### src/rtl/i2cms_pkg.sv
// ----------------------------------------------------------------------------
// i2cms_pkg
// Types, codes and helpers shared by the I2C master bit sequencer.
// ----------------------------------------------------------------------------
`default_nettype none

package i2cms_pkg;

   localparam int unsigned DELAY_BITS = 16;
   localparam int unsigned HP_BITS    = 16;

   localparam logic [HP_BITS-1:0] HALF_PERIOD_RESET = 16'd342;
   localparam logic [32:0] DELAY_MAX_WIDE = (33'd1 << DELAY_BITS) - 33'd1;

   localparam logic [3:0] BIT_COUNT   = 4'd8;
   localparam logic [3:0] FREE_PULSES = 4'd9;

   // command codes
   localparam logic [2:0] ACT_NONE  = 3'd0;
   localparam logic [2:0] ACT_START = 3'd1;
   localparam logic [2:0] ACT_STOP  = 3'd2;
   localparam logic [2:0] ACT_WRITE = 3'd3;
   localparam logic [2:0] ACT_READ  = 3'd4;
   localparam logic [2:0] ACT_FREE  = 3'd5;

   // phase numbers
   localparam logic [2:0] PH_0 = 3'd0;
   localparam logic [2:0] PH_1 = 3'd1;
   localparam logic [2:0] PH_2 = 3'd2;
   localparam logic [2:0] PH_3 = 3'd3;
   localparam logic [2:0] PH_4 = 3'd4;

   typedef enum logic [5:0] {
      OP_IDLE  = 6'b000001,
      OP_START = 6'b000010,
      OP_STOP  = 6'b000100,
      OP_WRITE = 6'b001000,
      OP_READ  = 6'b010000,
      OP_FREE  = 6'b100000
   } op_type;

   // last field in the lowest bits
   typedef struct packed {
      logic       sda_in;
      logic       ack_to_send;
      logic [7:0] write_byte;
      logic [2:0] action;
   } req_type;

   typedef struct packed {
      logic       bus_clear;
      logic       ack_received;
      logic [7:0] read_byte;
      logic       done_res;
      logic       busy_res;
      logic       sda_out;
      logic       scl_out;
   } rsp_type;

   localparam int unsigned REQ_BITS = $bits(req_type);
   localparam int unsigned RSP_BITS = $bits(rsp_type);

   // phase length: zero counts as one tick, saturate to the counter range
   function automatic logic [DELAY_BITS-1:0] delay_load(input logic [HP_BITS-1:0] hp);
      logic [32:0] wide;
      wide = {17'd0, hp};
      if (wide == 33'd0) begin
         wide = 33'd1;
      end
      if (wide > DELAY_MAX_WIDE) begin
         wide = DELAY_MAX_WIDE;
      end
      return wide[DELAY_BITS-1:0];
   endfunction

endpackage

`default_nettype wire

### src/rtl/i2cms_engine.sv
// ----------------------------------------------------------------------------
// i2cms_engine
// Bus sequencer state and the per-tick next-state logic.
// ----------------------------------------------------------------------------
`default_nettype none

module i2cms_engine (
   input  wire logic                             clock,
   input  wire logic                             reset,
   input  wire logic                             step,
   input  wire logic [i2cms_pkg::HP_BITS-1:0]    half_period,
   input  wire i2cms_pkg::req_type               req,
   output i2cms_pkg::rsp_type                    rsp
);

   i2cms_pkg::op_type                    op_ff, op_in;
   logic [2:0]                           phase_ff, phase_in;
   logic [3:0]                           bit_ff, bit_in;
   logic [7:0]                           shift_ff, shift_in;
   logic [7:0]                           tx_ff, tx_in;
   logic [i2cms_pkg::DELAY_BITS-1:0]     dly_ff, dly_in;
   logic                                 scl_ff, scl_in;
   logic                                 sda_ff, sda_in_lvl;
   logic                                 ack_ff, ack_in;
   logic                                 clr_ff, clr_in;
   logic                                 sack_ff, sack_in;
   logic                                 done;
   logic [i2cms_pkg::DELAY_BITS-1:0]     dly_load;
   logic [i2cms_pkg::DELAY_BITS-1:0]     dly_dec;
   logic [3:0]                           bit_inc;

   assign dly_load = i2cms_pkg::delay_load(half_period);
   assign dly_dec  = (dly_ff != '0) ? dly_ff - (i2cms_pkg::DELAY_BITS)'(1) : '0;
   assign bit_inc  = bit_ff + 4'd1;

   always_comb begin
      op_in      = op_ff;
      phase_in   = phase_ff;
      bit_in     = bit_ff;
      shift_in   = shift_ff;
      tx_in      = tx_ff;
      dly_in     = dly_ff;
      scl_in     = scl_ff;
      sda_in_lvl = sda_ff;
      ack_in     = ack_ff;
      clr_in     = clr_ff;
      sack_in    = sack_ff;
      done       = 1'b0;

      if (op_ff == i2cms_pkg::OP_IDLE) begin
         bit_in = 4'd0;
         unique case (req.action)
            i2cms_pkg::ACT_START: begin
               op_in      = i2cms_pkg::OP_START;
               phase_in   = i2cms_pkg::PH_0;
               sda_in_lvl = 1'b0;
               dly_in     = dly_load;
            end
            i2cms_pkg::ACT_STOP: begin
               op_in      = i2cms_pkg::OP_STOP;
               phase_in   = i2cms_pkg::PH_0;
               scl_in     = 1'b0;
               sda_in_lvl = 1'b0;
               dly_in     = dly_load;
            end
            i2cms_pkg::ACT_WRITE: begin
               op_in      = i2cms_pkg::OP_WRITE;
               tx_in      = {req.write_byte[6:0], 1'b0};
               phase_in   = i2cms_pkg::PH_0;
               scl_in     = 1'b0;
               sda_in_lvl = req.write_byte[7];
               dly_in     = dly_load;
            end
            i2cms_pkg::ACT_READ: begin
               op_in      = i2cms_pkg::OP_READ;
               sack_in    = req.ack_to_send;
               phase_in   = i2cms_pkg::PH_0;
               scl_in     = 1'b0;
               sda_in_lvl = 1'b1;
               dly_in     = dly_load;
            end
            i2cms_pkg::ACT_FREE: begin
               if (req.sda_in) begin
                  clr_in   = 1'b1;
                  op_in    = i2cms_pkg::OP_IDLE;
                  phase_in = i2cms_pkg::PH_0;
                  dly_in   = '0;
                  done     = 1'b1;
               end else begin
                  op_in    = i2cms_pkg::OP_FREE;
                  phase_in = i2cms_pkg::PH_0;
                  scl_in   = 1'b0;
                  dly_in   = dly_load;
               end
            end
            default: begin
            end
         endcase
      end else begin
         dly_in = dly_dec;
         if (dly_dec == '0) begin
            // phase end
            unique case (op_ff)
               i2cms_pkg::OP_STOP: begin
                  if (phase_ff == i2cms_pkg::PH_0) begin
                     phase_in = i2cms_pkg::PH_1;
                     scl_in   = 1'b1;
                     dly_in   = dly_load;
                  end else if (phase_ff == i2cms_pkg::PH_1) begin
                     phase_in   = i2cms_pkg::PH_2;
                     scl_in     = 1'b1;
                     sda_in_lvl = 1'b1;
                     dly_in     = dly_load;
                  end else begin
                     op_in    = i2cms_pkg::OP_IDLE;
                     phase_in = i2cms_pkg::PH_0;
                     dly_in   = '0;
                     done     = 1'b1;
                  end
               end
               i2cms_pkg::OP_WRITE: begin
                  if (phase_ff == i2cms_pkg::PH_0) begin
                     phase_in = i2cms_pkg::PH_1;
                     scl_in   = 1'b1;
                     dly_in   = dly_load;
                  end else if (phase_ff == i2cms_pkg::PH_1) begin
                     bit_in = bit_inc;
                     if (bit_inc < i2cms_pkg::BIT_COUNT) begin
                        tx_in      = {tx_ff[6:0], 1'b0};
                        phase_in   = i2cms_pkg::PH_0;
                        scl_in     = 1'b0;
                        sda_in_lvl = tx_ff[7];
                     end else begin
                        phase_in   = i2cms_pkg::PH_2;
                        scl_in     = 1'b0;
                        sda_in_lvl = 1'b1;
                     end
                     dly_in = dly_load;
                  end else if (phase_ff == i2cms_pkg::PH_2) begin
                     phase_in = i2cms_pkg::PH_3;
                     scl_in   = 1'b1;
                     dly_in   = dly_load;
                  end else if (phase_ff == i2cms_pkg::PH_3) begin
                     ack_in   = ~req.sda_in;
                     phase_in = i2cms_pkg::PH_4;
                     dly_in   = dly_load;
                  end else begin
                     op_in    = i2cms_pkg::OP_IDLE;
                     phase_in = i2cms_pkg::PH_0;
                     dly_in   = '0;
                     done     = 1'b1;
                  end
               end
               i2cms_pkg::OP_READ: begin
                  if (phase_ff == i2cms_pkg::PH_0) begin
                     phase_in = i2cms_pkg::PH_1;
                     scl_in   = 1'b1;
                     dly_in   = dly_load;
                  end else if (phase_ff == i2cms_pkg::PH_1) begin
                     shift_in = {shift_ff[6:0], req.sda_in};
                     bit_in   = bit_inc;
                     scl_in   = 1'b0;
                     if (bit_inc < i2cms_pkg::BIT_COUNT) begin
                        phase_in   = i2cms_pkg::PH_0;
                        sda_in_lvl = 1'b1;
                     end else begin
                        phase_in   = i2cms_pkg::PH_2;
                        sda_in_lvl = ~sack_ff;
                     end
                     dly_in = dly_load;
                  end else if (phase_ff == i2cms_pkg::PH_2) begin
                     phase_in = i2cms_pkg::PH_3;
                     scl_in   = 1'b1;
                     dly_in   = dly_load;
                  end else begin
                     op_in    = i2cms_pkg::OP_IDLE;
                     phase_in = i2cms_pkg::PH_0;
                     dly_in   = '0;
                     done     = 1'b1;
                  end
               end
               i2cms_pkg::OP_FREE: begin
                  if (phase_ff == i2cms_pkg::PH_0) begin
                     phase_in = i2cms_pkg::PH_1;
                     scl_in   = 1'b1;
                     dly_in   = dly_load;
                  end else begin
                     bit_in = bit_inc;
                     if (req.sda_in || (bit_inc >= i2cms_pkg::FREE_PULSES)) begin
                        clr_in   = req.sda_in;
                        op_in    = i2cms_pkg::OP_IDLE;
                        phase_in = i2cms_pkg::PH_0;
                        dly_in   = '0;
                        done     = 1'b1;
                     end else begin
                        phase_in = i2cms_pkg::PH_0;
                        scl_in   = 1'b0;
                        dly_in   = dly_load;
                     end
                  end
               end
               default: begin
                  // start, and anything stray
                  op_in    = i2cms_pkg::OP_IDLE;
                  phase_in = i2cms_pkg::PH_0;
                  dly_in   = '0;
                  done     = 1'b1;
               end
            endcase
         end
      end
   end

   always_ff @(posedge clock) begin
      if (reset) begin
         op_ff    <= i2cms_pkg::OP_IDLE;
         phase_ff <= i2cms_pkg::PH_0;
         bit_ff   <= 4'd0;
         shift_ff <= 8'd0;
         tx_ff    <= 8'd0;
         dly_ff   <= '0;
         scl_ff   <= 1'b1;
         sda_ff   <= 1'b1;
         ack_ff   <= 1'b0;
         clr_ff   <= 1'b0;
         sack_ff  <= 1'b0;
      end else if (step) begin
         op_ff    <= op_in;
         phase_ff <= phase_in;
         bit_ff   <= bit_in;
         shift_ff <= shift_in;
         tx_ff    <= tx_in;
         dly_ff   <= dly_in;
         scl_ff   <= scl_in;
         sda_ff   <= sda_in_lvl;
         ack_ff   <= ack_in;
         clr_ff   <= clr_in;
         sack_ff  <= sack_in;
      end
   end

   always_comb begin
      rsp.scl_out      = scl_in;
      rsp.sda_out      = sda_in_lvl;
      rsp.busy_res     = (op_in != i2cms_pkg::OP_IDLE);
      rsp.done_res     = done;
      rsp.read_byte    = shift_in;
      rsp.ack_received = ack_in;
      rsp.bus_clear    = clr_in;
   end

endmodule

`default_nettype wire

### src/rtl/i2c_master_bit_sequencer.sv
// ----------------------------------------------------------------------------
// i2c_master_bit_sequencer
// I2C master: one tick item in, one line-drive and status item out.
// ----------------------------------------------------------------------------
//  channel  dir  width  contents
//  req      in   16     action, write_byte, ack_to_send, sda_in
//  rsp      out  16     scl_out, sda_out, busy_res, done_res, read_byte,
//                       ack_received, bus_clear
//  csr      in   16     half_period_cycles
//
//  one item per cycle while rsp is not stalled; a result follows its item through
//  the input register, then next-state logic into the result register
//  a stalled rsp holds the result register and backs up into req_tready
//  reset is synchronous; half_period_cycles returns to 342
// ----------------------------------------------------------------------------
`default_nettype none

module i2c_master_bit_sequencer (
   input  wire logic        clock,
   input  wire logic        reset,
   input  wire logic        req_tvalid,
   output logic             req_tready,
   // action[2:0], write_byte[10:3], ack_to_send[11], sda_in[12], zero fill
   input  wire logic [15:0] req_tdata,
   output logic             rsp_tvalid,
   input  wire logic        rsp_tready,
   // scl_out[0], sda_out[1], busy_res[2], done_res[3], read_byte[11:4],
   // ack_received[12], bus_clear[13], zero fill
   output logic [15:0]      rsp_tdata,
   input  wire logic        csr_we,
   input  wire logic [15:0] csr_wdata
);

   logic                                  in_valid_ff;
   i2cms_pkg::req_type                    in_data_ff;
   logic                                  out_valid_ff;
   i2cms_pkg::rsp_type                    out_data_ff;
   logic [i2cms_pkg::HP_BITS-1:0]         hp_ff;
   logic                                  step;
   i2cms_pkg::rsp_type                    rsp_next;

   assign step       = in_valid_ff && (!out_valid_ff || rsp_tready);
   assign req_tready = !in_valid_ff || step;

   always_ff @(posedge clock) begin
      if (reset) begin
         hp_ff <= i2cms_pkg::HALF_PERIOD_RESET;
      end else if (csr_we) begin
         hp_ff <= csr_wdata;
      end
   end

   always_ff @(posedge clock) begin
      if (reset) begin
         in_valid_ff <= 1'b0;
      end else if (req_tready) begin
         in_valid_ff <= req_tvalid;
      end
   end

   always_ff @(posedge clock) begin
      if (req_tready && req_tvalid) begin
         in_data_ff <= i2cms_pkg::req_type'(req_tdata[i2cms_pkg::REQ_BITS-1:0]);
      end
   end

   always_ff @(posedge clock) begin
      if (reset) begin
         out_valid_ff <= 1'b0;
      end else if (step) begin
         out_valid_ff <= 1'b1;
      end else if (rsp_tready) begin
         out_valid_ff <= 1'b0;
      end
   end

   always_ff @(posedge clock) begin
      if (step) begin
         out_data_ff <= rsp_next;
      end
   end

   i2cms_engine u_engine (
      .clock       (clock),
      .reset       (reset),
      .step        (step),
      .half_period (hp_ff),
      .req         (in_data_ff),
      .rsp         (rsp_next)
   );

   assign rsp_tvalid = out_valid_ff;
   assign rsp_tdata  = {(16 - i2cms_pkg::RSP_BITS)'(0), out_data_ff};

endmodule

`default_nettype wire

### config.mk
export PLATFORM = sky130hd
export DESIGN_NAME = i2c_master_bit_sequencer
export DESIGN_NICKNAME = d
export VERILOG_FILES = /design/src/rtl/i2cms_pkg.sv /design/src/rtl/i2cms_engine.sv /design/src/rtl/i2c_master_bit_sequencer.sv
export SDC_FILE = /design/constraint.sdc
export NUM_CORES = 1
export LEC_CHECK = 0
export BUFFER_PORTS_ARGS = -buffer_cell sky130_fd_sc_hd__buf_2
export CORE_MARGIN = 2
export CORE_UTILIZATION = 40
export CTS_CLUSTER_DIAMETER = 50
export DETAILED_ROUTE_END_ITERATION = 10
export PLACE_DENSITY = 0.56
export REMOVE_ABC_BUFFERS = 1
export SLEW_MARGIN = 5
export SYNTH_ARGS = -nofsm -noshare
export SYNTH_HDL_FRONTEND = slang
export SYNTH_SLANG_ARGS = --single-unit
export TNS_END_PERCENT = 100
### constraint.sdc
create_clock -name clock -period 3.1 [get_ports clock]
set_input_delay 0.155 -clock clock [delete_from_list [all_inputs] [get_ports clock]]
set_output_delay 0.155 -clock clock [all_outputs]
set_load 0.05 [all_outputs]
==> results of run 1 <==
routing by layer:
layer	vias up	track usage	routed length, um
met5	-	0	0
met3	15	0.0355	577
met4	0	0.0780	256
met2	116	0.306	5490
li1	2123	-	-
met1	1983	0.268	5800
power by group through the flow:
stage / registers [uW] / logic [uW] / clock network (uW)
3_5_place_dp: 1420 / 783 / 0
3_3_place_gp: 1420 / 777 / 0
5_1_grt: 1410 / 895 / 1080
2_1_floorplan: 1450 / 454 / 0
6_report: 1400 / 819 / 1010
4_1_cts: 1400 / 798 / 1030
synthesized netlist by cell type, drive strengths merged, types with 3 or more instances:
cell / count / area [um^2]
nand2: 73 / 274
dfxtp: 67 / 1340
nor2: 51 / 199
a21oi: 44 / 231
o21ai: 34 / 174
nor3: 28 / 150
clkbuf: 27 / 101
edfxtp: 27 / 811
mux2i: 19 / 190
nand3: 14 / 75.1
nand4: 13 / 81.3
inv: 12 / 45.0
nor4: 11 / 87.6
buf: 10 / 73.8
a211oi: 8 / 65.1
mux2: 8 / 90.1
nand2b: 8 / 50.1
a311oi: 6 / 71.3
nor2b: 6 / 37.5
xnor2: 6 / 52.6
a22o: 5 / 43.8
nand4b: 4 / 35.0
o211ai: 4 / 30.0
o31ai: 4 / 43.8
a21boi: 3 / 22.5
a221oi: 3 / 26.3
a22oi: 3 / 22.5
a31oi: 3 / 18.8
and2: 3 / 18.8
ha: 3 / 37.5
xor2: 3 / 26.3
final cells by class:
class,instances,area share
multi-input cells,404,0.435
clock buffers,12,0.0410
flip-flops and latches,94,0.373
clock inverters,4,0.00434
inverters,14,0.00911
repair buffers,88,0.105
well taps,147,0.0319
logic make-up after synthesis:
logic type	after synthesis	share of synthesized area
compound gates	136	0.192
xor+xnor	9	0.0162
fa+ha+maj	3	0.00773
buf+inv	51	0.0469
flops	94	0.443
mux	27	0.0577
other cells	1	0.000772
simple gates	227	0.236
through the flow:
step / instances / hold WS (ns) / power (uW) / util / area, um^2
after floorplan: 512 / 0.220 / 1900 / - / 4680
after global placement: 732 / 0.332 / 2200 / 0.446 / 5320
after detailed placement: 732 / 0.333 / 2210 / 0.446 / 5320
after CTS: 761 / 0.0200 / 3220 / 0.479 / 5710
after global routing: 763 / 0.0297 / 3380 / 0.484 / 5770
final: 763 / 0.0229 / 3220 / 0.484 / 5770
how the worst min path moves through the flow:
stage,slack [ns],endpoint,from,depth (start not counted)
final,0.02,in_valid_ff$_SDFFE_PP0N_,req_tvalid,3
after global routing,0.03,hp_ff[2]$_SDFFE_PP1P_,csr_wdata[2],3
after CTS,0.02,hp_ff[2]$_SDFFE_PP1P_,csr_wdata[2],3
after detailed placement,0.33,in_data_ff[8]$_DFFE_PP_,req_tdata[8],1
after global placement,0.33,in_data_ff[4]$_DFFE_PP_,req_tdata[4],1
after floorplan,0.22,u_engine.dly_ff[1]$_SDFFE_PP0P_,reset,1
what timing repair did:
item | 4_1_cts | 5_1_grt
hold buffers | 13 | 0
setup endpoints to repair | 0 | 33
hold endpoints to repair | 13 | 0
resized for setup | 0 | 5
setup buffers | 0 | 2
registers in the layout (all words and copies together) (netlist names):
register and cells:
u_engine.bit_ff 4, u_engine.tx_ff 7, u_engine.ack_ff 1, u_engine.shift_ff 8, u_engine.sda_ff 1, u_engine.phase_ff 3
in_data_ff 13, rsp_tvalid 1, u_engine.clr_ff 1, u_engine.sack_ff 1, in_valid_ff 1, u_engine.dly_ff 16
u_engine.scl_ff 1, u_engine.op_ff 6, hp_ff 16, rsp_tdata 14
critical path, delay by kind of cell, from the launching register on:
kind / cells / cell delay [ns]
compound gates: 3 / 0.92
xor+xnor: 1 / 0.16
fa+ha+maj: 1 / 0.24
buf+inv: 2 / 0.26
flops: 1 / 0.31
simple gates: 4 / 0.86
==> flow_results.org, run 1 <==
** Worst setup path
- The worst register-to-register path ends at u_engine.bit_ff[3]$_SDFFE_PP0P_.
- The worst setup path is launched from a flop.
- The critical path ends at u_engine.bit_ff[3]$_SDFFE_PP0P_.
- Chain of cells forming the critical path :: inv_1, ha_2, nor4b_4, buf_4, and3_1, xnor2_1, nand4_1, o31a_1, nor3_2, o21ai_0, a31o_2
- Data on the critical path arrives at its endpoint at 3.10 ns.
- Cell at the slowest stage of the critical path :: sky130_fd_sc_hd__o31a_1
- Max stage delay on crit path :: 0.39 ns
- Crit path required time :: 3.35 ns
- Critical path capture point type :: flop
- For the worst flop-to-flop path, the logic depth is 11.
- In this run the critical register-to-register path is launched from u_engine.dly_ff[0]$_SDFFE_PP0P_.
- Internal reg-to-reg setup slack :: 0.25 ns
- By startpoint and endpoint, the worst setup path is classified as flop to flop.
- In this run the worst setup path begins at u_engine.dly_ff[0]$_SDFFE_PP0P_.
- Highest net fanout along the worst path :: 6

** Global routing
- For this run, the total global-route usage over all layers was measured as 0.195.
- The number of antenna violations at the first check in global routing came to 0.
- Vias in the first global route :: 4055
- For this run the aggregate overflow at the end of global routing stands at 0.
- Entering global routing, the biggest net connects 41 pins.
- Wire length of the first global-routing pass :: 20.1 mm

** Cells and area
- Ratio of cells with drive above 1 in the final layout :: 0.198
- Across the whole layout, storage elements account for 2150 um^2.
- The filler cells instantiated in the layout total 1145.
- The number of antenna diodes in the final layout is 0.
- In the final layout, the multi-input gates occupy 2510 um^2.
- Leading cell type in the layout, fill and taps excluded :: sky130_fd_sc_hd__nand2_1
- The net count of the finished layout is 651.
- Area growth from synthesis to layout :: 18.8%
- In the layout the commonest cells are 73 x sky130_fd_sc_hd__nand2_1, 67 x sky130_fd_sc_hd__dfxtp_1, 50 x sky130_fd_sc_hd__nor2_1.

** STA
- Of the available clock period, the critical path in the final layout requires 0.920.
- Setup ws final :: 0.248 ns
- Subtracting the final worst setup slack from the clock period gives 2.85 ns.
- Summed over all failing endpoints, the final setup total negative slack is 0 ns.
- At the pin with the least slew margin, the transition time is 0.562 ns.
- Final hold violations :: 0
- The final max-slew violation count came to 0.
- Clock skew on the completed layout was measured at 0.00574 ns.
- Measured against its own limit, the worst slew margin works out to 0.626.
- Maximum clock frequency :: 351 MHz
- RSZ-0062 raised after global routing :: no
- Setup Viol. Count Final :: 0

** Floorplanning
- 55 I/O pins were placed.
- The die covers 13000 um^2.
- Row generation in the floorplan step produced 40 rows.
- From bottom edge to top edge, the die measures 114 um.
- Area of the core :: 11900 um^2
- The initial utilization of the core area, before any placement, comes to 0.408.
- The die is 114 um wide.

** Synth
- Prevailing post-synth register cell :: sky130_fd_sc_hd__dfxtp_1
- Number of synthesized flops with an enable pin :: 27
- Average cell area after synthesis :: 8.86 um^2
- Counting flops with an async set or reset pin after synthesis yields a share of 0.
- For this run, the register share of the synthesized area comes to 0.443.
- Yosys mapped the design onto 77 distinct sky130hd cell types.
- Count of synthesis-stage warnings from yosys :: 0
- Synthesis inferred 94 register bits.
- Summing every instance area after synthesis gives 4850 um^2.
- Post-Syn Instances :: 548

** Routing
- Post-route ant nets :: 0
- Via count of the routed design :: 4237
- Remaining routing DRC violations :: 0
- Before antenna repair, the detailed router went through 5 iterations.
- After detailed routing, the average wire length per cell comes to 15.9 um.
- Wirelength, routed :: 12.1 mm
- Starting DRC count in detailed routing :: 292
- Using the TritonRoute via totals, the vias-per-cell ratio works out to 5.55.

** Placed design
- Setup Slack @ Placement :: 0.117 ns
- The congestion estimate from routability-driven global placement came to 0.889.
- Estimated wirelength of the detail-placed design :: 8.45 mm
- Input and output buffers added on the ports amount to 49.

** Pwr
- VDD sags by at most 0.343 mV.
- For this design the static power due to leakage is 0.00216 uW.
- The internal portion of the total power is 2210 uW.
- Proportion of total power due to net switching :: 0.315
- The share of total power dissipated in sequential elements is 0.434.
- Total power per unit cell area :: 559 nW/um^2
- Part of the power in the clock network :: 0.312
- Proportion of power drawn by combinational gates :: 0.254
- In this run the power spent charging and discharging nets is 1010 uW.

** Clock tree
- In this run, CTS created clock tree buffers numbering 9.
- Clk Tree Root Cell :: sky130_fd_sc_hd__clkbuf_16
- CTS H-tree depth :: 3
- At the later pin of the worst-skew pair, clock insertion delay measures 0.35 ns.
- Post-CTS clock slew at the launch and capture registers of the worst setup and hold paths :: 0.06 ns
- Counting every sink on the clock net gives 94.
- Clock tree from TritonCTS :: done
- Longest Clk Path Bufs :: 2

** Run status
- Status :: finished, final reports clean

** Job
- Number of maximum-capacitance constraint violations :: 0

** Min path
- Worst min-delay path class :: input pin to flop
Note: power is estimated with default switching activity, not from simulation.
==> run 2, diff against run 1 <==
- ABC_AREA: not set -> 1
==> run 2 against run 1 <==
Effect of this change: final area up 11%; clock-buffer cell count stayed put; utilization fell by 0.61 points; largest power group unchanged.
==> flow_results.org, run 2 <==
** Clock tree
- Clk Tree Root Cell :: sky130_fd_sc_hd__clkbuf_16
- The buffer depth of the longest clock path is 2 (unchanged).
- Post-CTS clock slew at the launch and capture registers of the worst setup and hold paths :: 0.07 ns (about the same)
- Number of buffers added by the clock tree synthesis step :: 9 (unchanged)
- TritonCTS built the clock tree.
- Setup bufs post-CTS :: 0 (unchanged)
- The count of H-tree levels built during CTS is 3 (unchanged).
- The clock latency at the later pin of the worst-skew pair came to 0.36 ns (about the same).
- CTS Sinks :: 94 (unchanged)

** Floorplanning
- The die width was 121 um (+6.3%).
- Die area :: 14700 um^2 (+13%)
- The placeable core area was 13300 um^2 (+12%).
- The floorplan die height was 121 um (+6.3%).
- Top-level port count :: 55 (unchanged)
- Starting Density :: 0.413 (+0.00545)
- Placement row count :: 42 (+5.0%)

** Synth
- The number of instances in the synthesized netlist is 810 (+48%).
- Post-synthesis instance area :: 5510 um^2 (+14%)
- The mean cell area of the mapped netlist came to 6.81 um^2 (-23%).
- Unique masters post-synth :: 42 (-45%)
- Area fraction of the dominant cell type after synthesis :: 0.243 (-0.0330)
- The number of warnings issued by yosys was 0 (unchanged).
- Number of synthesized flops with an enable pin :: 27 (unchanged)
- The share of the yosys chip area belonging to registers is 0.390 (-0.0529).
- The most common cell in the synthesized netlist is sky130_fd_sc_hd__nand2_1.
- Yosys attributes the largest share of cell area to sky130_fd_sc_hd__dfxtp_1 24%, sky130_fd_sc_hd__edfxtp_1 15%, sky130_fd_sc_hd__nand2_1 14%, sky130_fd_sc_hd__o21ai_0 7.4%, sky130_fd_sc_hd__inv_1 7.1%.
- The proportion of register bits with asynchronous set or reset after synthesis came to 0 (unchanged).
- Most common library cells after synthesis :: 208 x sky130_fd_sc_hd__nand2_1, 105 x sky130_fd_sc_hd__inv_1, 93 x sky130_fd_sc_hd__nor2_1
- Prevailing post-synth register cell :: sky130_fd_sc_hd__dfxtp_1
- Synth area leader :: sky130_fd_sc_hd__dfxtp_1
- The number of synthesized register bits was 94 (unchanged).

** STA
- Setup repair after global routing left no endpoint under its margin.
- Shortest period the worst path allows :: 2.85 ns (-0.00570 ns)
- The final setup violation count was 0 (unchanged).
- The timing-limited maximum frequency is 351 MHz (+0.20%).
- The smallest setup slack after layout was 0.253 ns (+0.00570 ns).
- Final Max Tran Viols :: 0 (unchanged)
- Max-Slew Margin vs Limit :: 0.224 (-0.401)
- Final critical-path share of the clock period :: 0.918 (-0.00184)
- Worst-Margin Slew :: 1.16 ns (+0.601 ns)
- Clock Skews :: 0.0105 ns (+0.00473 ns)
- The final setup TNS was 0 ns (unchanged).
- The number of hold violations in the final report was 0 (unchanged).

** Routing
- The number of vias per cell is 5.14 (-7.4%).
- The initial detailed-routing violation count is 336 (+15%).
- Per-cell routed wire length :: 13.8 um (-13%)
- The number of search-and-repair iterations in the first detailed-routing pass came to 5 (unchanged).
- The post-route DRC violation count came to 0 (unchanged).
- The antenna violation net count after detailed routing came to 0 (unchanged).
- Via count of the routed design :: 5377 (+27%)
- Wirelength, routed :: 14.4 mm (+19%)

** Worst setup path
- The worst register-to-register path begins at u_engine.dly_ff[0]$_SDFFE_PP0P_.
- Highest net fanout along the worst path :: 19 (+13)
- The arrival time at the worst endpoint is 2.95 ns (-0.15 ns).
- STA classifies the critical path startpoint as a flop.
- Worst setup path startpoint :: u_engine.dly_ff[0]$_SDFFE_PP0P_
- Crit path required time :: 3.21 ns (-0.14 ns)
- The worst setup path is of the flop to flop kind.
- Critical path capture point type :: flop
- The setup slack of the worst register-to-register path was 0.25 ns (about the same).

** Placed design
- The routability congestion estimate came to 0.879 (-1.1%).
- Setup Slack @ Placement :: 0.221 ns (+0.104 ns)
- Estimated wirelength of the detail-placed design :: 10.4 mm (+23%)
- The count of buffers from port buffering came to 49 (unchanged).
- Number of cells in the design after placement :: 1017 (+39%)

** Cells and area
- Total number of nets in the final design :: 905 (+39%)
- From synthesis to final layout, the design area changed by 15.8%.
- In the layout the commonest cells are 208 x sky130_fd_sc_hd__nand2_1, 105 x sky130_fd_sc_hd__inv_1, 93 x sky130_fd_sc_hd__nor2_1.
- ANT cells :: 0 (unchanged)
- The share of cells above drive strength 1 is 0.133 (-0.0647).
- Leading cell type in the layout, fill and taps excluded :: sky130_fd_sc_hd__nand2_1
- Non-filler cells, final :: 1046 (+37%)
- The layout filler cell count came to 1364 (+19%).

** Pwr
- Proportion of total power due to net switching :: 0.338 (+0.0232)
- Total power per unit cell area :: 549 nW/um^2 (-1.8%)
- The proportion of power drawn by combinational gates is 0.245 (-0.009).
- The cell internal power dissipation is 2320 uW (+5.0%).
- VDD IR max :: 0.271 mV (-21%)
- The proportion of power drawn by the clock network was 0.351 (+0.039).
- The leakage power figure was 0.00296 uW (+37%).
- Sequential share of power :: 0.404 (-0.030)
- The net load switching power was 1180 uW (+17%).

** Global routing
- Vias in the first global route :: 4898 (+21%)
- Sum of overflow across all layers after global routing :: 0 (unchanged)
- GRT Resource Usage Total :: 0.204 (+0.00898)
- Maximum number of pins on one net before global-route repair :: 38 (-7.3%)
- The number of antenna violations at the first check in global routing is 0 (unchanged).
- Wire length of the first global-routing pass :: 23.7 mm (+18%)

** Job
- The max-capacitance violation count is 0 (unchanged).

** Min path
- Worst min-delay path class :: input pin to flop
- The worst hold path begins at csr_wdata[2].

** Run status
- The flow ran to the end, and the final reports show no timing, DRC or antenna violations.
==> run 2: cell types whose count changed in the layout (fill, tap and decap cells not counted), moves of 8 or more <==
cell / before / now
sky130_fd_sc_hd__a21oi_1: 43 / 55
sky130_fd_sc_hd__buf_4: 23 / 15
sky130_fd_sc_hd__inv_1: 12 / 105
sky130_fd_sc_hd__mux2_2: 8 / 0
sky130_fd_sc_hd__mux2i_1: 19 / 0
sky130_fd_sc_hd__nand2_1: 73 / 208
sky130_fd_sc_hd__nand3_1: 13 / 46
sky130_fd_sc_hd__nor2_1: 50 / 93
sky130_fd_sc_hd__nor3_1: 26 / 2
sky130_fd_sc_hd__o21ai_0: 32 / 82
sky130_fd_sc_hd__o21ai_2: 1 / 9
==> run 2: power groups by stage <==
stage | clock (uW) | combinational [uW] | sequential, uW
6_report | 1230 | 857 | 1410
2_1_floorplan | 0 | 579 | 1460
4_1_cts | 1260 | 851 | 1410
5_1_grt | 1320 | 965 | 1430
3_3_place_gp | 0 | 823 | 1440
3_5_place_dp | 0 | 835 | 1440
==> run 2: worst paths after layout <==
path | depth (start not counted) | to
worst min-delay path | 3 | hp_ff[2]$_SDFFE_PP1P_
worst max register to register | 17 | rsp_tdata[2]$_DFFE_PP_
worst max-delay path | 17 | rsp_tdata[2]$_DFFE_PP_
worst min register to register | 2 | u_engine.bit_ff[3]$_SDFFE_PP0P_
==> run 2: layout make-up <==
class / instances / area (um^2) / share of cell area
Multi-Input combinational cell: 575 / 2780 / 0.435
Tap cell: 176 / 220 / 0.0345
Timing Repair Buffer: 77 / 488 / 0.0764
Sequential cell: 94 / 2150 / 0.337
Clock inverter: 4 / 37.5 / 0.00588
Clock buffer: 12 / 300 / 0.0470
Inverter: 108 / 410 / 0.0643
==> run 2: cell families (layout without fill, tap and decap cells) <==
family | count (synthesis) | after routing | share of synthesized area
AO/OA/AOI/OAI | 174 | 174 | 0.177
XOR/XNOR | 1 | 1 | 0.00159
adder cells (fa/ha/maj) | 3 | 3 | 0.00681
buffers and inverters | 142 | 201 | 0.108
flip-flops | 94 | 94 | 0.390
other | 1 | 2 | 0.000680
AND/OR/NAND/NOR | 395 | 395 | 0.315
==> run 2: timing repair <==
item                                    4_1_cts  5_1_grt
endpoints found under the setup margin        0        1
endpoints found under the hold margin        13        0
gates resized for setup                       0        2
hold buffers                                 13        0
==> run 2: critical path, cell delays in order (launching register included) <==
cell and delay [ns]:
sky130_fd_sc_hd__dfxtp_1 0.31, sky130_fd_sc_hd__inv_1 0.13, sky130_fd_sc_hd__ha_1 0.25, sky130_fd_sc_hd__nand2_2 0.13
sky130_fd_sc_hd__nor2_4 0.18, sky130_fd_sc_hd__nand2_4 0.17, sky130_fd_sc_hd__nand2_1 0.12, sky130_fd_sc_hd__nand2_1 0.07
sky130_fd_sc_hd__nor2_2 0.10, sky130_fd_sc_hd__nand2_1 0.09, sky130_fd_sc_hd__nor2_4 0.17, sky130_fd_sc_hd__nand3_4 0.25
sky130_fd_sc_hd__inv_6 0.26, sky130_fd_sc_hd__nor2_2 0.05, sky130_fd_sc_hd__nor2_2 0.13, sky130_fd_sc_hd__nand2_1 0.07
sky130_fd_sc_hd__inv_1 0.05, sky130_fd_sc_hd__nand2_1 0.05
==> run 2: layer usage <==
| metal | track usage | vias to the layer above | wire (um) |
|---|---|---|---|
| li1 | - | 2756 | - |
| met1 | 0.280 | 2490 | 6940 |
| met2 | 0.333 | 120 | 6760 |
| met3 | 0.0371 | 11 | 611 |
| met4 | 0.0517 | 0 | 136 |
| met5 | 0 | - | 0 |
==> run 2: per-stage QoR <==
stage | power (uW) | area (um^2) | utilization | hold slack [ns]
floorplan | 2040 | 5330 | - | 0.224
global placement | 2260 | 5900 | 0.442 | 0.332
detailed placement | 2280 | 5900 | 0.442 | 0.333
CTS | 3530 | 6370 | 0.477 | 0.0101
global route | 3710 | 6380 | 0.478 | 0.0209
finish | 3500 | 6380 | 0.478 | 0.0202
